--- config.mk ---
export PLATFORM = sky130hd
export DESIGN_NAME = hashed_timing_wheel
export DESIGN_NICKNAME = d
export VERILOG_FILES = /design/src/hw/rtl/htw_pkg.sv /design/src/hw/rtl/hashed_timing_wheel.sv /design/src/hw/rtl/htw_ram.sv /design/src/hw/rtl/htw_ctrl.sv /design/src/hw/rtl/htw_datapath.sv
export SDC_FILE = /design/constraint.sdc
export NUM_CORES = 1
export LEC_CHECK = 0
export BUFFER_PORTS_ARGS = -buffer_cell sky130_fd_sc_hd__buf_2
export CAP_MARGIN = 10
export CORE_MARGIN = 2
export CORE_UTILIZATION = 40
export CTS_BUF_LIST = sky130_fd_sc_hd__clkbuf_8
export DETAILED_ROUTE_END_ITERATION = 8
export HOLD_SLACK_MARGIN = 0.12
export PLACE_DENSITY = 0.58
export SLEW_MARGIN = 25
export SYNTH_ARGS = -nofsm -noshare
export SYNTH_HDL_FRONTEND = slang
export SYNTH_SLANG_ARGS = --single-unit
--- constraint.sdc ---
create_clock -name i_clk -period 7.1 [get_ports i_clk]
set_input_delay 0.355 -clock i_clk [delete_from_list [all_inputs] [get_ports i_clk]]
set_output_delay 0.355 -clock i_clk [all_outputs]
set_load 0.005 [all_outputs]
--- src/hw/rtl/htw_pkg.sv ---
`default_nettype none
// ----------------------------------------------------------------------------
// htw_pkg
// shared widths, codes and controller/datapath interface types for the
// hashed timing wheel
// ----------------------------------------------------------------------------
package htw_pkg;

    localparam int DELAY_W       = 16;
    localparam int ACTION_W      = 8;
    localparam int EVENT_W       = 2;
    localparam int IN_TDATA_W    = 24;
    localparam int OUT_TDATA_W   = 16;

    localparam int DEF_WHEEL_SLOTS   = 8;
    localparam int DEF_TIMER_ENTRIES = 16;

    localparam logic KIND_TICK = 1'b0;
    localparam logic KIND_ADD  = 1'b1;

    typedef enum logic [EVENT_W-1:0] {
        EV_ADD_OK    = 2'd0,
        EV_ADD_FULL  = 2'd1,
        EV_FIRED     = 2'd2,
        EV_TICK_DONE = 2'd3
    } t_event;

    // controller to datapath
    typedef struct packed {
        logic   latch_in;
        logic   add_start;
        logic   head_rd_add;
        logic   add_commit;
        logic   head_rd_tick;
        logic   walk_first;
        logic   walk_step;
        logic   cur_adv;
        logic   emit;
        t_event emit_ev;
    } t_cmd;

    // datapath to controller
    typedef struct packed {
        logic full;
        logic div_done;
        logic out_free;
        logic head_nil;
        logic rot_zero;
        logic nx_nil;
    } t_status;

endpackage

`default_nettype wire

--- src/hw/rtl/hashed_timing_wheel.sv ---
`default_nettype none
// ----------------------------------------------------------------------------
// hashed_timing_wheel
// hashed timing wheel: timers are hashed into slots by delay, a tick walks
// the current slot's list and fires the timers whose rotations ran out
// ----------------------------------------------------------------------------
// add: the item is latched, checked for a free entry, split into rotations and a slot
//   offset (reciprocal multiply, then remainder, if WHEEL_SLOTS is no power of two),
//   then the slot head is read and the entry linked in as its result beat is set
// tick: head read, then the list is walked, each link read giving the next address
// one item at a time; the next item is taken while the last result waits
// reset clears slot valid bits and the free list at once, no clearing pass
// ----------------------------------------------------------------------------
module hashed_timing_wheel #(
    parameter int WHEEL_SLOTS   = htw_pkg::DEF_WHEEL_SLOTS,
    parameter int TIMER_ENTRIES = htw_pkg::DEF_TIMER_ENTRIES
) (
    input  wire logic                               i_clk,
    input  wire logic                               i_rst_n,
    // input beats
    input  wire logic                               s_axis_tvalid,
    output logic                                    s_axis_tready,
    input  wire logic [htw_pkg::IN_TDATA_W-1:0]     s_axis_tdata,  // delay, action_id
    input  wire logic                               s_axis_tuser,  // kind
    // result beats
    output logic                                    m_axis_tvalid,
    input  wire logic                               m_axis_tready,
    output logic      [htw_pkg::OUT_TDATA_W-1:0]    m_axis_tdata,  // event_res, fired_action, pad
    output logic                                    m_axis_tlast   // last
);

    localparam int DW = htw_pkg::DELAY_W;
    localparam int AW = htw_pkg::ACTION_W;
    localparam int EV = htw_pkg::EVENT_W;

    htw_pkg::t_cmd    cmd;
    htw_pkg::t_status st;
    htw_pkg::t_event  event_res;
    logic [AW-1:0]    fired_action;

    // sequencer: accepts a beat only when idle
    htw_ctrl u_ctrl (
        .i_clk      (i_clk),
        .i_rst_n    (i_rst_n),
        .i_in_valid (s_axis_tvalid),
        .i_in_kind  (s_axis_tuser),
        .o_in_ready (s_axis_tready),
        .i_st       (st),
        .o_cmd      (cmd)
    );

    // stores, divider, free list and the output register
    htw_datapath #(
        .WHEEL_SLOTS   (WHEEL_SLOTS),
        .TIMER_ENTRIES (TIMER_ENTRIES)
    ) u_datapath (
        .i_clk          (i_clk),
        .i_rst_n        (i_rst_n),
        .i_cmd          (cmd),
        .o_st           (st),
        .i_delay        (s_axis_tdata[DW-1:0]),
        .i_action       (s_axis_tdata[DW +: AW]),
        .i_out_ready    (m_axis_tready),
        .o_out_valid    (m_axis_tvalid),
        .o_event        (event_res),
        .o_fired_action (fired_action),
        .o_last         (m_axis_tlast)
    );

    // result packing, event code in the low bits
    assign m_axis_tdata = {{(htw_pkg::OUT_TDATA_W - EV - AW){1'b0}}, fired_action, event_res};

endmodule

`default_nettype wire

--- src/hw/rtl/htw_ram.sv ---
`default_nettype none
// ----------------------------------------------------------------------------
// htw_ram
// generic single write port, single read port ram with registered read
// ----------------------------------------------------------------------------
module htw_ram #(
    parameter int WIDTH = 8,
    parameter int DEPTH = 16,
    localparam int AW   = (DEPTH > 1) ? $clog2(DEPTH) : 1
) (
    input  wire logic             i_clk,
    input  wire logic             i_we,
    input  wire logic [AW-1:0]    i_waddr,
    input  wire logic [WIDTH-1:0] i_wdata,
    input  wire logic             i_re,
    input  wire logic [AW-1:0]    i_raddr,
    output logic      [WIDTH-1:0] o_rdata
);

    logic [WIDTH-1:0] r_mem [DEPTH];

    always_ff @(posedge i_clk) begin
        if (i_we) begin
            r_mem[i_waddr] <= i_wdata;
        end
        if (i_re) begin
            o_rdata <= r_mem[i_raddr];
        end
    end

endmodule

`default_nettype wire

--- src/hw/rtl/htw_ctrl.sv ---
`default_nettype none
// ----------------------------------------------------------------------------
// htw_ctrl
// sequencer for add and tick operations of the timing wheel
// ----------------------------------------------------------------------------
module htw_ctrl (
    input  wire logic            i_clk,
    input  wire logic            i_rst_n,
    input  wire logic            i_in_valid,
    input  wire logic            i_in_kind,
    output logic                 o_in_ready,
    input  wire htw_pkg::t_status i_st,
    output htw_pkg::t_cmd         o_cmd
);

    typedef enum logic [2:0] {
        S_IDLE,
        S_ADD_CHECK,
        S_ADD_DIV,
        S_ADD_LINK,
        S_TICK_FIRST,
        S_TICK_WALK,
        S_TICK_DONE
    } t_state;

    t_state r_state;
    t_state n_state;

    assign o_in_ready = (r_state == S_IDLE);

    always_comb begin
        n_state = r_state;
        o_cmd   = '0;
        o_cmd.emit_ev = htw_pkg::EV_ADD_OK;
        unique case (r_state)
            S_IDLE: begin
                if (i_in_valid) begin
                    o_cmd.latch_in = 1'b1;
                    if (i_in_kind == htw_pkg::KIND_ADD) begin
                        n_state = S_ADD_CHECK;
                    end else begin
                        o_cmd.head_rd_tick = 1'b1;
                        n_state = S_TICK_FIRST;
                    end
                end
            end
            S_ADD_CHECK: begin
                if (i_st.full) begin
                    if (i_st.out_free) begin
                        o_cmd.emit    = 1'b1;
                        o_cmd.emit_ev = htw_pkg::EV_ADD_FULL;
                        n_state = S_IDLE;
                    end
                end else begin
                    o_cmd.add_start = 1'b1;
                    n_state = S_ADD_DIV;
                end
            end
            S_ADD_DIV: begin
                if (i_st.div_done) begin
                    o_cmd.head_rd_add = 1'b1;
                    n_state = S_ADD_LINK;
                end
            end
            S_ADD_LINK: begin
                if (i_st.out_free) begin
                    o_cmd.add_commit = 1'b1;
                    o_cmd.emit       = 1'b1;
                    o_cmd.emit_ev    = htw_pkg::EV_ADD_OK;
                    n_state = S_IDLE;
                end
            end
            S_TICK_FIRST: begin
                if (i_st.head_nil) begin
                    n_state = S_TICK_DONE;
                end else begin
                    o_cmd.walk_first = 1'b1;
                    n_state = S_TICK_WALK;
                end
            end
            S_TICK_WALK: begin
                // an expiring entry needs room in the output register
                if (!i_st.rot_zero || i_st.out_free) begin
                    o_cmd.walk_step = 1'b1;
                    o_cmd.emit      = i_st.rot_zero;
                    o_cmd.emit_ev   = htw_pkg::EV_FIRED;
                    if (i_st.nx_nil) begin
                        n_state = S_TICK_DONE;
                    end
                end
            end
            S_TICK_DONE: begin
                if (i_st.out_free) begin
                    o_cmd.emit    = 1'b1;
                    o_cmd.emit_ev = htw_pkg::EV_TICK_DONE;
                    o_cmd.cur_adv = 1'b1;
                    n_state = S_IDLE;
                end
            end
            default: begin
                n_state = S_IDLE;
            end
        endcase
    end

    always_ff @(posedge i_clk) begin
        if (!i_rst_n) begin
            r_state <= S_IDLE;
        end else begin
            r_state <= n_state;
        end
    end

endmodule

`default_nettype wire

--- src/hw/rtl/htw_datapath.sv ---
`default_nettype none
// ----------------------------------------------------------------------------
// htw_datapath
// slot heads, entry stores, free list, delay divider and result register
// ----------------------------------------------------------------------------
module htw_datapath #(
    parameter int WHEEL_SLOTS   = htw_pkg::DEF_WHEEL_SLOTS,
    parameter int TIMER_ENTRIES = htw_pkg::DEF_TIMER_ENTRIES
) (
    input  wire logic                          i_clk,
    input  wire logic                          i_rst_n,
    input  wire htw_pkg::t_cmd                 i_cmd,
    output htw_pkg::t_status                   o_st,
    input  wire logic [htw_pkg::DELAY_W-1:0]   i_delay,
    input  wire logic [htw_pkg::ACTION_W-1:0]  i_action,
    input  wire logic                          i_out_ready,
    output logic                               o_out_valid,
    output htw_pkg::t_event                    o_event,
    output logic      [htw_pkg::ACTION_W-1:0]  o_fired_action,
    output logic                               o_last
);

    localparam int DW  = htw_pkg::DELAY_W;
    localparam int AW  = htw_pkg::ACTION_W;
    localparam int SW  = $clog2(WHEEL_SLOTS);
    localparam int EW  = (TIMER_ENTRIES > 1) ? $clog2(TIMER_ENTRIES) : 1;
    localparam int LW  = $clog2(TIMER_ENTRIES + 1);
    localparam int RW  = $clog2(((1 << DW) - 1) / WHEEL_SLOTS + 1);
    localparam int EDW = RW + AW;
    localparam logic [LW-1:0]   NIL    = LW'(TIMER_ENTRIES);
    localparam logic [SW:0]     SLOTS  = (SW + 1)'(WHEEL_SLOTS);
    localparam logic [SW-1:0]   LAST_S = SW'(WHEEL_SLOTS - 1);

    // latched add item
    logic [DW-1:0] r_delay;
    logic [AW-1:0] r_act;

    // wheel position
    logic [SW-1:0] r_cur;

    // divider
    logic [DW-1:0] r_quo;
    logic [SW:0]   r_rem;
    logic          div_busy;

    // free list: never used entries by count, recycled ones on a stack
    logic [LW-1:0] r_sp;
    logic [LW-1:0] r_fresh;
    logic [EW-1:0] r_fresh_e;
    logic          r_use_stack;
    logic [LW-1:0] sp_m1;
    logic [EW-1:0] stack_rdata;
    logic [EW-1:0] e_new;

    // slot heads
    logic [WHEEL_SLOTS-1:0] r_head_vld;
    logic                   r_head_vq;
    logic [LW-1:0]          head_rdata;
    logic [LW-1:0]          head_e;
    logic [SW-1:0]          head_raddr;
    logic [SW-1:0]          head_waddr;
    logic [LW-1:0]          head_wdata;
    logic                   head_we;
    logic                   head_re;

    // walk
    logic [EW-1:0]  r_e;
    logic [EW-1:0]  r_prev;
    logic           r_prev_vld;
    logic [LW-1:0]  nx;
    logic [EDW-1:0] ent_rdata;
    logic [RW-1:0]  rot;
    logic [AW-1:0]  ent_act;
    logic           rot_zero;
    logic           fire;

    // entry stores
    logic           ent_re;
    logic [EW-1:0]  ent_raddr;
    logic           link_we;
    logic [EW-1:0]  link_waddr;
    logic [LW-1:0]  link_wdata;
    logic           ent_we;
    logic [EW-1:0]  ent_waddr;
    logic [EDW-1:0] ent_wdata;

    // target slot
    logic [SW:0]   pos_sum;
    logic [SW-1:0] pos;

    // result register
    logic r_ovalid;
    logic out_free;

    assign out_free = !r_ovalid || i_out_ready;

    assign pos_sum = (SW + 1)'(r_rem) + (SW + 1)'(r_cur);
    assign pos     = (pos_sum >= SLOTS) ? SW'(pos_sum - SLOTS) : pos_sum[SW-1:0];

    assign sp_m1  = r_sp - LW'(1);
    assign e_new  = r_use_stack ? stack_rdata : r_fresh_e;
    assign head_e = r_head_vq ? head_rdata : NIL;

    assign rot      = ent_rdata[AW +: RW];
    assign ent_act  = ent_rdata[AW-1:0];
    assign rot_zero = (rot == '0);
    assign fire     = i_cmd.walk_step && rot_zero;

    always_ff @(posedge i_clk) begin
        if (i_cmd.latch_in) begin
            r_delay <= i_delay;
            r_act   <= i_action;
        end
    end

    // delay split into rotations and slot offset
    generate
        if ((WHEEL_SLOTS & (WHEEL_SLOTS - 1)) == 0) begin : g_div_pow2
            assign div_busy = 1'b0;
            always_ff @(posedge i_clk) begin
                if (i_cmd.add_start) begin
                    r_quo <= r_delay >> SW;
                    r_rem <= (SW + 1)'(r_delay[SW-1:0]);
                end
            end
        end else begin : g_div_recip
            localparam int RSH = DW + SW;
            localparam logic [DW:0] RECIP =
                (DW + 1)'(((1 << RSH) + WHEEL_SLOTS - 1) / WHEEL_SLOTS);
            logic          r_busy;
            logic [2*DW:0] prod;
            logic [DW-1:0] qd;

            assign prod     = (2*DW + 1)'(r_delay) * (2*DW + 1)'(RECIP);
            assign qd       = r_quo * DW'(WHEEL_SLOTS);
            assign div_busy = r_busy;

            // quotient by reciprocal multiply, remainder in the cycle after
            always_ff @(posedge i_clk) begin
                if (!i_rst_n) begin
                    r_busy <= 1'b0;
                end else begin
                    r_busy <= i_cmd.add_start;
                end
            end

            always_ff @(posedge i_clk) begin
                if (i_cmd.add_start) begin
                    r_quo <= DW'(prod[2*DW:RSH]);
                end
                if (r_busy) begin
                    r_rem <= r_delay[SW:0] - qd[SW:0];
                end
            end
        end
    endgenerate

    // free list and current slot
    always_ff @(posedge i_clk) begin
        if (!i_rst_n) begin
            r_sp    <= '0;
            r_fresh <= '0;
            r_cur   <= '0;
        end else begin
            if (i_cmd.add_start) begin
                if (r_sp != '0) begin
                    r_sp <= sp_m1;
                end else begin
                    r_fresh <= r_fresh + LW'(1);
                end
            end else if (fire) begin
                r_sp <= r_sp + LW'(1);
            end
            if (i_cmd.cur_adv) begin
                r_cur <= (r_cur == LAST_S) ? '0 : r_cur + SW'(1);
            end
        end
    end

    always_ff @(posedge i_clk) begin
        if (i_cmd.add_start) begin
            r_use_stack <= (r_sp != '0);
            r_fresh_e   <= r_fresh[EW-1:0];
        end
    end

    htw_ram #(
        .WIDTH (EW),
        .DEPTH (TIMER_ENTRIES)
    ) u_free_stack (
        .i_clk   (i_clk),
        .i_we    (fire),
        .i_waddr (r_sp[EW-1:0]),
        .i_wdata (r_e),
        .i_re    (i_cmd.add_start && (r_sp != '0)),
        .i_raddr (sp_m1[EW-1:0]),
        .o_rdata (stack_rdata)
    );

    // slot head store, never written slots tracked by valid bits, emptied ones hold NIL
    assign head_re    = i_cmd.head_rd_add || i_cmd.head_rd_tick;
    assign head_raddr = i_cmd.head_rd_add ? pos : r_cur;
    assign head_we    = i_cmd.add_commit || (fire && !r_prev_vld);
    assign head_waddr = i_cmd.add_commit ? pos : r_cur;
    assign head_wdata = i_cmd.add_commit ? LW'(e_new) : nx;

    always_ff @(posedge i_clk) begin
        if (!i_rst_n) begin
            r_head_vld <= '0;
        end else if (i_cmd.add_commit) begin
            r_head_vld[pos] <= 1'b1;
        end
    end

    always_ff @(posedge i_clk) begin
        if (head_re) begin
            r_head_vq <= r_head_vld[head_raddr];
        end
    end

    htw_ram #(
        .WIDTH (LW),
        .DEPTH (WHEEL_SLOTS)
    ) u_head_ram (
        .i_clk   (i_clk),
        .i_we    (head_we),
        .i_waddr (head_waddr),
        .i_wdata (head_wdata),
        .i_re    (head_re),
        .i_raddr (head_raddr),
        .o_rdata (head_rdata)
    );

    // walk pointers
    always_ff @(posedge i_clk) begin
        if (!i_rst_n) begin
            r_prev_vld <= 1'b0;
        end else if (i_cmd.head_rd_tick) begin
            r_prev_vld <= 1'b0;
        end else if (i_cmd.walk_step && !rot_zero) begin
            r_prev_vld <= 1'b1;
        end
    end

    always_ff @(posedge i_clk) begin
        if (i_cmd.walk_first) begin
            r_e <= head_e[EW-1:0];
        end else if (i_cmd.walk_step) begin
            r_e <= nx[EW-1:0];
        end
        if (i_cmd.walk_step && !rot_zero) begin
            r_prev <= r_e;
        end
    end

    // entry stores, read address follows the link just read
    assign ent_re    = i_cmd.walk_first || (i_cmd.walk_step && (nx != NIL));
    assign ent_raddr = i_cmd.walk_first ? head_e[EW-1:0] : nx[EW-1:0];

    assign link_we    = i_cmd.add_commit || (fire && r_prev_vld);
    assign link_waddr = i_cmd.add_commit ? e_new : r_prev;
    assign link_wdata = i_cmd.add_commit ? head_e : nx;

    assign ent_we    = i_cmd.add_commit || (i_cmd.walk_step && !rot_zero);
    assign ent_waddr = i_cmd.add_commit ? e_new : r_e;
    assign ent_wdata = i_cmd.add_commit ? {RW'(r_quo), r_act} : {rot - RW'(1), ent_act};

    htw_ram #(
        .WIDTH (LW),
        .DEPTH (TIMER_ENTRIES)
    ) u_link_ram (
        .i_clk   (i_clk),
        .i_we    (link_we),
        .i_waddr (link_waddr),
        .i_wdata (link_wdata),
        .i_re    (ent_re),
        .i_raddr (ent_raddr),
        .o_rdata (nx)
    );

    htw_ram #(
        .WIDTH (EDW),
        .DEPTH (TIMER_ENTRIES)
    ) u_entry_ram (
        .i_clk   (i_clk),
        .i_we    (ent_we),
        .i_waddr (ent_waddr),
        .i_wdata (ent_wdata),
        .i_re    (ent_re),
        .i_raddr (ent_raddr),
        .o_rdata (ent_rdata)
    );

    // result register
    always_ff @(posedge i_clk) begin
        if (!i_rst_n) begin
            r_ovalid <= 1'b0;
        end else if (i_cmd.emit) begin
            r_ovalid <= 1'b1;
        end else if (i_out_ready) begin
            r_ovalid <= 1'b0;
        end
    end

    always_ff @(posedge i_clk) begin
        if (i_cmd.emit) begin
            o_event        <= i_cmd.emit_ev;
            o_fired_action <= (i_cmd.emit_ev == htw_pkg::EV_FIRED) ? ent_act : '0;
            o_last         <= (i_cmd.emit_ev != htw_pkg::EV_FIRED);
        end
    end

    assign o_out_valid = r_ovalid;

    assign o_st.full     = (r_sp == '0) && (r_fresh == NIL);
    assign o_st.div_done = !div_busy;
    assign o_st.out_free = out_free;
    assign o_st.head_nil = (head_e == NIL);
    assign o_st.rot_zero = rot_zero;
    assign o_st.nx_nil   = (nx == NIL);

endmodule

`default_nettype wire
==> flow_summary_export.csv, run 1 <==
group,metric,value,unit
cts,htreeDepth,3,
global_route,grt_pass1_wl,86.7,mm
sta,rsz0062_at_grt,"no",
layout,fin_util,46.1,%
synthesis,yosysMostFrequentCell,"edfxtp_1",
worst_hold_path,min_from,"s_axis_tdata[22]",
sta,period_needed,4.01,ns
place,dp_hpwl,32.4,mm
synthesis,synth_flop_cell,"edfxtp_1",
global_route,grtUsageMet2,29.2,%
synthesis,synth_cell_types,56,
floorplanning,die_h,257,µm
worst_setup_path,crit_fanout,113,
cts,cts_buffer_depth,3,
run,max_cap_violations,0,
sta,finalSetupViolCount,0,
global_route,grt_max_degree,114,
worst_hold_path,hold_path_class,"primary input to register",
global_route,met1_usage,23.4,%
global_route,antenna_found_initial,1,
floorplanning,num_io_pins,48,
worst_setup_path,startpoint,"u_ctrl.r_state[2]",
worst_setup_path,crit_path_top_delay_cell,"a21oi_4",
sta,max_freq,0.249,GHz
layout,synthToLayoutAreaGrowth,14.0,%
synthesis,ys_seq_area_share,75.0,%
layout,drive_gt1_share,17.0,%
sta,slew-limit-headroom,30.0,%
route,via_per_inst,5.29,
place,io_buffers,41,
synthesis,synth-warning-count,0,
route,ant_nets,0,
floorplanning,core-area,63100,µm²
worst_setup_path,slowest_delay,0.81,ns
worst_setup_path,crit_required,7.52,ns
synthesis,syn_avg_cell_area,16.8,µm²
layout,regArea,19100,µm²
global_route,gr-total-overflow,0,
cts,path_clk_slew,0.06,ns
global_route,use_met3,3.40,%
worst_setup_path,r2r-start,"u_ctrl.r_state[2]",
cts,clock_latency,0.69,ns
layout,nets,1708,
floorplanning,die_area,65900,µm²
place,gp_congestion,0.802,
floorplanning,die_w,257,µm
status,status,"complete, no violations",
worst_setup_path,path_buf_inv,1,
sta,fin_tns_setup,0,ns
worst_setup_path,critPathKind,"register to register",
sta,period_share,56.5,%
route,wire_per_inst,22.4,µm
worst_setup_path,worst_setup_path_start_kind,"register",
worst_setup_path,crit_family,"compound AO/OA/AOI/OAI gates",
worst_setup_path,cp.arrival,4.44,ns
cts,cts_buffers,104,
worst_setup_path,crit_chain,"and4bb_2 > o21ai_4 > a21oi_4 > buf_12 > mux2i_1 > o22ai_1 > or4_1",
sta,hold_violations,0,
route,vias,13700,
synthesis,syn-cell-area,25500,µm²
sta,tightest_slew,1.05,ns
route,drtIter0Drc,1279,
global_route,grt_pass1_vias,13900,
layout,fill_cells,5522,
layout,multi_input_area,6060,µm²
global_route,grt_usage,17.7,%
pwr,p_leak,10.1,nW
cts,cts_sinks,646,
global_route,gr-max-usage-layer,"met2",
cts,clk_root_buffer_cell,"clkbuf_8",
floorplanning,rows,92,
floorplanning,start_util,40.5,%
pwr,p_per_area,290,nW/µm²
synthesis,synth_area_leader_cell,"edfxtp_1",
pwr,vdd.ir_drop.worst,129,µV
synthesis,yosys-top-cells-count,"620 x edfxtp_1, 215 x mux2i_1, 104 x o22ai_1",
sta,finalMaxSlewViolations,0,
cts,cts_setup_buffers,0,
cts,cts_tree,"built",
route,drc,0,
synthesis,async_flop_share,0,%
synthesis,ys_ff_latch,646,
synthesis,netlist.area_leader.share,72.9,%
synthesis,synth-edff-count,620,
sta,fin_skew,0.0284,ns
synthesis,synth.area.top_cells,"edfxtp_1 73%, mux2i_1 8.4%, mux4_2 2.8%, o22ai_1 2.5%, dfxtp_1 2.0%",
worst_setup_path,cp-end-kind,"register",
route,dr.pass1.iters,5,
synthesis,synthCells,1518,
route,wl,58.2,mm
## layout make-up
cell class,count,area share [%]
timing repair buffer,112,2.84
clock buffer,111,5.25
antenna,1,0.00860
sequential,646,65.8
clock inverter,74,1.42
multi-input combinational,785,20.8
tap,846,3.64
inverter,17,0.219
## worst paths after layout
| path | slack [ns] | end | cells past startpoint |
|---|---|---|---|
| hold reg to reg | 0.42 | u_datapath.r_quo[3] | 0 |
| hold / removal | 0.37 | u_datapath.r_act[6] | 2 |
| setup / recovery | 3.09 | u_datapath.u_entry_ram.o_rdata[7] | 7 |
| setup reg to reg | 3.09 | u_datapath.u_entry_ram.o_rdata[7] | 7 |
## layer usage
layer,share of wire (%),routed length (µm),up-vias
li1,-,-,6275
met1,43,25000,6910
met2,49,28300,407
met3,5.6,3270,112
met4,2.7,1580,0
met5,0,0,-
## per-stage QoR
step / power [W] / worst slack [ns] / cells / hold slack, ns / cell area [µm²]
after global routing: 0.00879 / 2.86 / 2592 / 0.322 / 29100
after global placement: 0.00551 / 3.21 / 2376 / 0.405 / 26800
final: 0.00845 / 3.09 / 2592 / 0.369 / 29100
after floorplan: 0.00521 / 3.50 / 1523 / 0.400 / 25500
after CTS: 0.00854 / 3.12 / 2591 / 0.306 / 29100
after detailed placement: 0.00553 / 3.11 / 2376 / 0.405 / 26800
## logic make-up (layout without fill, tap and decap cells)
| group | after synthesis | count (layout) | synth area share, % |
|---|---|---|---|
| flip-flops | 646 | 646 | 75.0 |
| AND/OR/NAND/NOR | 297 | 297 | 5.55 |
| multiplexers | 254 | 254 | 11.6 |
| AO/OA/AOI/OAI | 192 | 192 | 4.71 |
| buffers and inverters | 92 | 314 | 1.74 |
| XOR/XNOR | 23 | 23 | 0.789 |
| adder cells (fa/ha/maj) | 13 | 13 | 0.667 |
| other | 1 | 7 | 0.0147 |
## where the power goes
part	internal (W)	switching, W
sequential	0.00443	0.0000833
clock	0.00155	0.00143
combinational	0.000338	0.000609
## layout by cell type, fill, tap and decap left out, types with 27 or more instances in the layout
cell type	n
buf_2	41
buf_4	40
clkbuf_8	111
dlygate4sd3_1	30
edfxtp_1	620
inv_1	45
mux2i_1	214
mux4_2	32
nand2_1	83
nor2_1	83
o21ai_0	32
o22ai_1	104
or4_1	27
## sequential cells by signal (all words and copies together) (netlist names), 8 cells and up
name                            flops
u_datapath.o_fired_action           8
u_datapath.r_delay                 16
u_datapath.r_quo                   13
u_datapath.u_head_ram.r_mem        40
u_datapath.u_entry_ram.r_mem      336
u_datapath.r_head_vld               8
u_datapath.u_entry_ram.o_rdata     21
u_datapath.u_link_ram.r_mem        80
u_datapath.r_act                    8
u_datapath.u_free_stack.r_mem      64
## worst reg2reg max path, cell delays in order (launching register included)
cell      delay (ns)
dfxtp_1         0.60
and4bb_2        0.44
o21ai_4         0.15
a21oi_4         0.81
buf_12          0.64
mux2i_1         0.45
o22ai_1         0.11
or4_1           0.57
## timing repair
item                                    4_1_cts  5_1_grt
hold buffers                                 30        0
endpoints found under the setup margin        0        0
endpoints found under the hold margin        30        0
resized for setup                             0        0
Power figures use the tool's default switching activity.
==> inputs of run 2 (changes only) <==
--- a/config.mk
+++ b/config.mk
@@ -5,6 +5,7 @@
 export SDC_FILE = /design/constraint.sdc
 export NUM_CORES = 1
 export LEC_CHECK = 0
+export ABC_AREA = 1
 export BUFFER_PORTS_ARGS = -buffer_cell sky130_fd_sc_hd__buf_2
 export CAP_MARGIN = 10
 export CORE_MARGIN = 2
==> constraint.sdc (replaced) <==
create_clock -name i_clk -period 4.2 [get_ports i_clk]
set_input_delay 0.21 -clock i_clk [delete_from_list [all_inputs] [get_ports i_clk]]
set_output_delay 0.21 -clock i_clk [all_outputs]
set_load 0.005 [all_outputs]
==> run 2 against run 1 <==
Against the previous run: count of clock-buffer cells in the layout shrank 3; total power grew 72%; global-route usage grew 2.5 points; critical path depth grew 2; critical path type unchanged; critical endpoint is now u_datapath.u_entry_ram.o_rdata[4]; largest cell class unchanged; highest routed layer unchanged.
==> flow_summary_export.csv, run 2 <==
group,metric,value,unit
pwr,p_leak,12.9,nW
route,via_per_inst,5.07,
route,top_layer_used,"met4",
cts,cts_tree,"built",
worst_setup_path,cpMostUsedCell,"nand3_1",
status,status,"complete, no violations",
worst_setup_path,slowest_delay,0.58,ns
pwr,p_per_area,456,nW/µm²
place,dp_hpwl,40.9,mm
sta,setup_slack,0.904,ns
floorplanning,core-area,69800,µm²
synthesis,async_flop_share,0,%
cts,htreeDepth,3,
layout,fill_cells,6414,
cts,cts_sinks,646,
synthesis,synth_cell_types,41,
global_route,grt_usage,20.2,%
cts,path_clk_slew,0.07,ns
route,dr.pass1.iters,7,
worst_setup_path,crit_chain,"nand2_1 > nand3_1 > o21bai_2 > o21ai_4 > inv_2 > buf_4 > nand3_1 > nand3_1 > nand2_1",
worst_setup_path,crit_required,4.63,ns
worst_setup_path,critPathKind,"register to register",
route,ant_nets,0,
sta,finalSetupViolCount,0,
synthesis,yosys-top-cells-count,"620 x edfxtp_1, 523 x nand3_1, 503 x inv_1",
floorplanning,rows,97,
route,route.met2.wl,34.0,mm
floorplanning,die_w,269,µm
synthesis,synth_flop_cell,"edfxtp_1",
global_route,gr-total-overflow,0,
floorplanning,num_io_pins,48,
route,met3_length,5.58,mm
sta,rsz0062_at_grt,"no",
layout,final_common_cell,"edfxtp_1",
synthesis,synth_area_leader_cell,"edfxtp_1",
place,dp_slack,0.993,ns
sta,hold_violations,0,
sta,period_share,78.5,%
floorplanning,start_util,40.2,%
run,max_cap_violations,0,
layout,largest_reg_flops,336,
place,gp_congestion,0.855,
layout,nets,2811,
sta,whs,0.214,ns
global_route,grt_pass1_vias,18600,
layout,layout_common_cells,"620 x edfxtp_1, 533 x inv_1, 522 x nand3_1, 421 x nand2_1, 171 x nor2_1",
layout,regMostFlops,"u_datapath.u_entry_ram.r_mem",
route,drc,0,
global_route,grt_max_degree,80,
synthesis,syn-cell-area,28100,µm²
cts,clock_latency,0.71,ns
place,io_buffers,41,
synthesis,synth-warning-count,0,
synthesis,synthCells,2648,
synthesis,syn_avg_cell_area,10.6,µm²
layout,reg_top3,"u_datapath.u_entry_ram.r_mem (336), u_datapath.u_link_ram.r_mem (80), u_datapath.u_free_stack.r_mem (64)",
worst_hold_path,hold_path_class,"primary input to register",
synthesis,netlist.area_leader.share,66.3,%
worst_setup_path,worst_setup_path_start_kind,"register",
cts,clk_root_buffer_cell,"clkbuf_8",
worst_setup_path,cp-end-kind,"register",
synthesis,synth-edff-count,620,
route,vias,19200,
layout,synthToLayoutAreaGrowth,13.4,%
route,wire_per_inst,19.2,µm
worst_setup_path,crit_path_top_delay_cell,"buf_4",
sta,fin_tns_setup,0,ns
synthesis,synth.area.top_cells,"edfxtp_1 66%, nand3_1 9.3%, inv_1 6.7%, nand2_1 5.6%, nor2_1 2.5%",
synthesis,yosysMostFrequentCell,"edfxtp_1",
sta,finalMaxSlewViolations,0,
cts,cts_buffer_depth,3,
synthesis,ys_seq_area_share,68.1,%
sta,period_needed,3.30,ns
sta,slew-limit-headroom,30.8,%
global_route,grt_pass1_wl,109,mm
cts,cts_buffers,102,
floorplanning,die_h,269,µm
worst_setup_path,crit_fanout,42,
route,wl,72.9,mm
route,m1WireLength,31.8,mm
synthesis,ys_ff_latch,646,
route,drtIter0Drc,1720,
layout,drive_gt1_share,9.89,%
sta,fin_skew,0.0460,ns
sta,max_freq,0.303,GHz
pwr,vdd.ir_drop.worst,273,µV
global_route,antenna_found_initial,1,
sta,tightest_slew,1.03,ns
worst_setup_path,cp.arrival,3.73,ns
floorplanning,die_area,72400,µm²
[run 2: cells by family (layout without fill, tap and decap cells)]
logic type                 after synthesis  count (layout)  synth area share (%)
AOI/OAI and AO/OA                      175             175                  3.59
and+or+nand+nor                       1150            1150                  17.9
adders and majority gates               13              13                 0.606
xor gates and xnor gates                14              14                 0.437
buffers and inverters                  640             839                  9.01
muxes                                    9               9                 0.339
other                                    1               7                0.0134
DFF                                    646             646                  68.1
[run 2: worst max-delay path, delay by kind of cell, from the launching register on]
kind	cells	cell delay, ns
simple gates	5	0.71
buf+inv	2	0.88
flops	1	0.47
compound gates	2	0.91
[run 2: power breakdown]
| part | total [W] | internal (W) | switching [W] |
|---|---|---|---|
| clock network | 0.00505 | 0.00262 | 0.00243 |
| registers | 0.00746 | 0.00737 | 0.0000922 |
| logic | 0.00201 | 0.000576 | 0.00144 |
| total | 0.0145 | 0.0106 | 0.00396 |
[run 2: path summary, 6_finish.rpt]
path                                       end  cells after the start  slack [ns]             startpoint
max          u_datapath.u_entry_ram.o_rdata[4]                      9        0.90   u_datapath.r_head_vq
min                        u_datapath.r_act[1]                      2        0.21       s_axis_tdata[17]
max reg2reg  u_datapath.u_entry_ram.o_rdata[4]                      9        0.90   u_datapath.r_head_vq
min reg2reg                u_datapath.r_quo[0]                      0        0.42  u_datapath.r_delay[3]
[run 2: what timing repair did]
| action | in CTS | in global routing |
|---|---|---|
| gates resized for setup | 0 | 0 |
| hold buffers | 29 | 0 |
| setup buffers | 0 | 0 |
| hold endpoints to repair | 46 | 0 |
| endpoints found under the setup margin | 0 | 0 |
[run 2: layer usage]
| metal | GRT usage [%] | up-vias |
|---|---|---|
| met3 | 4.43 | 108 |
| met4 | 6.25 | 0 |
| met5 | 0 | - |
| li1 | - | 9060 |
| met1 | 27.0 | 9357 |
| met2 | 32.9 | 694 |
[run 2: cell type report]
cell class                      count  area (µm²)  share of cell area, %
Antenna cell                        1        2.50                0.00786
Timing Repair Buffer              143        1150                   3.61
Clock buffer                      108        1490                   4.67
Sequential cell                   646       19100                   60.1
Clock inverter                     79         432                   1.36
Tap cell                          940        1180                   3.69
Inverter                          509        1910                   6.00
Multi-Input combinational cell   1367        6560                   20.6
[run 2: through the flow]
stage | std cells | cell area, µm² | utilization (%) | total power (W)
6_report | 3793 | 31900 | 45.6 | 0.0145
2_1_floorplan | 2653 | 28100 | - | 0.00882
3_5_place_dp | 3576 | 29600 | 42.5 | 0.00957
4_1_cts | 3792 | 31800 | 45.6 | 0.0146
5_1_grt | 3793 | 31900 | 45.6 | 0.0151
3_3_place_gp | 3576 | 29600 | 42.5 | 0.00954
==> inputs of run 3 (changes only) <==
==> constraint.sdc (replaced) <==
create_clock -name i_clk -period 3.21 [get_ports i_clk]
set_input_delay 0.1605 -clock i_clk [delete_from_list [all_inputs] [get_ports i_clk]]
set_output_delay 0.1605 -clock i_clk [all_outputs]
set_load 0.005 [all_outputs]
==> run 3 against run 2 <==
Against the previous run: fmax rose by 11%; sequential share of layout area decreased by 0.67 points; global-route usage is 0.25 points lower; critical path depth up 3; sequential power up 30%; clock skew shrank 0.016 ns; critical endpoint is now u_datapath.u_entry_ram.o_rdata[19]; largest cell class unchanged.
==> flow_summary_export.csv, run 3 (synthesis results as in run 2) <==
group,metric,value,unit
worst_setup_path,crit_required,3.66,ns
layout,regMostFlops,"u_datapath.u_entry_ram.r_mem",
route,drc,0,
global_route,antenna_found_initial,2,
worst_setup_path,r2r_slack,0.24,ns
pwr,design_power_total,0.0194,W
place,dp_hpwl,42.2,mm
sta,fin_skew,0.0305,ns
sta,max_freq,0.337,GHz
floorplanning,rows,97,
layout,drive_gt1_share,10.6,%
floorplanning,die_area,72400,µm²
worst_setup_path,slowest_delay,0.50,ns
global_route,grt_usage,19.9,%
sta,period_share,92.4,%
pwr,p_per_area,602,nW/µm²
sta,finalMaxSlewViolations,0,
sta,slew-limit-headroom,41.5,%
route,wl,71.9,mm
cts,clock_latency,0.70,ns
worst_setup_path,crit_family,"simple AND/OR/NAND/NOR gates",
layout,reg_top3,"u_datapath.u_entry_ram.r_mem (336), u_datapath.u_link_ram.r_mem (80), u_datapath.u_free_stack.r_mem (64)",
sta,fin_tns_setup,0,ns
layout,final_common_cell,"edfxtp_1",
route,ant_nets,0,
sta,finalSetupViolCount,0,
global_route,gr-total-overflow,0,
cts,cts_buffer_depth,3,
layout,fin_util,46.2,%
cts,cts_setup_buffers,0,
worst_hold_path,hold_path_class,"primary input to register",
floorplanning,die_h,269,µm
cts,clk_root_buffer_cell,"clkbuf_8",
worst_setup_path,endpoint,"u_datapath.u_entry_ram.o_rdata[19]",
worst_setup_path,startpoint,"u_datapath.r_head_vq",
pwr,vdd.ir_drop.worst,286,µV
route,drtIter0Drc,1769,
floorplanning,num_io_pins,48,
worst_setup_path,cp-end-kind,"register",
global_route,grt_pass1_wl,108,mm
route,dr.pass1.iters,6,
run,max_cap_violations,0,
worst_setup_path,crit_chain,"nand2_1 > nand3_1 > o21bai_2 > buf_4 > nand2_4 > nand2_4 > buf_12 > nand2_1 > nand3_1 > nand3_1 > nand3_1 > nand2_1",
cts,cts_sinks,646,
floorplanning,start_util,40.2,%
pwr,p_leak,13.1,nW
cts,cts_resized,0,
route,via_per_inst,5.02,
worst_setup_path,cp.arrival,3.42,ns
sta,period_needed,2.97,ns
place,gp_congestion,0.826,
layout,synthToLayoutAreaGrowth,14.7,%
place,io_buffers,41,
cts,cts_buffers,104,
global_route,grt_pass1_vias,18300,
layout,layout_common_cells,"620 x edfxtp_1, 528 x inv_1, 522 x nand3_1, 421 x nand2_1, 171 x nor2_1",
route,vias,19200,
worst_setup_path,critPathKind,"register to register",
sta,rsz0062_at_grt,"no",
layout,nets,2839,
worst_setup_path,r2r-start,"u_datapath.r_head_vq",
worst_setup_path,cpMostUsedCell,"nand3_1",
floorplanning,core-area,69800,µm²
worst_setup_path,worst_setup_path_start_kind,"register",
route,wire_per_inst,18.8,µm
worst_setup_path,crit_fanout,49,
worst_setup_path,crit_path_top_delay_cell,"edfxtp_1",
worst_setup_path,r2r_end,"u_datapath.u_entry_ram.o_rdata[19]",
cts,htreeDepth,3,
layout,largest_reg_flops,336,
sta,hold_violations,0,
global_route,grt_max_degree,66,
status,status,"complete, no violations",
floorplanning,die_w,269,µm
cts,postCtsHoldBufs,36,
worst_setup_path,r2r_cells,12,
worst_setup_path,cp.depth,12,
cts,path_clk_slew,0.06,ns
cts,cts_tree,"built",
worst_setup_path,path_buf_inv,2,
sta,tightest_slew,0.877,ns
## run 3: cell types whose count changed in the layout (fill, tap and decap cells not counted), sizes merged
cell | previous run | this run
clkbuf | 108 | 107
dlygate4sd3 | 29 | 36
clkinvlp | 3 | 2
buf | 114 | 133
bufinv | 4 | 7
inv | 540 | 538
## run 3: layout make-up
class | count | area [µm²]
fillers | 6444 | 37600
multi-input cells | 1367 | 6560
diodes | 1 | 2.50
flip-flops and latches | 646 | 19100
well taps | 940 | 1180
inverters | 509 | 1910
clock inverters | 79 | 523
repair buffers | 169 | 1430
clock buffers | 107 | 1470
## run 3: metal layers
metal	share of wire, %	GRT usage, %	wire length [µm]
met5	0.018	0	13
met3	7.4	3.33	5320
met1	44	27.5	31800
met2	46	31.6	32800
met4	2.7	7.54	1920
## run 3: power breakdown
part	switching [W]	internal [W]	leakage, nW
Clock	0.00322	0.00366	1.11
Sequential	0.0000763	0.00964	5.81
Combinational	0.00199	0.000800	6.16
## run 3: stage by stage
stage / hold slack, ns / instances / setup slack (ns) / area, µm²
2_1_floorplan: 0.251 / 2653 / 0.202 / 28100
3_3_place_gp: 0.338 / 3595 / 0.324 / 29800
3_5_place_dp: 0.339 / 3595 / 0.292 / 29800
4_1_cts: 0.120 / 3817 / 0.261 / 32200
5_1_grt: 0.161 / 3818 / 0.0629 / 32200
6_report: 0.177 / 3818 / 0.245 / 32200
## run 3: worst min-delay path by stage
| stage | depth (start not counted) | end | startpoint | slack [ns] |
|---|---|---|---|---|
| 2_1_floorplan | 1 | u_datapath.r_prev_vld | s_axis_tvalid | 0.25 |
| 3_3_place_gp | 1 | u_datapath.r_delay[1] | s_axis_tdata[1] | 0.34 |
| 3_5_place_dp | 1 | u_datapath.r_delay[1] | s_axis_tdata[1] | 0.34 |
| 4_1_cts | 2 | u_datapath.r_delay[3] | s_axis_tdata[3] | 0.12 |
| 5_1_grt | 2 | u_datapath.r_act[7] | s_axis_tdata[23] | 0.16 |
| 6_report | 2 | u_datapath.r_act[7] | s_axis_tdata[23] | 0.18 |
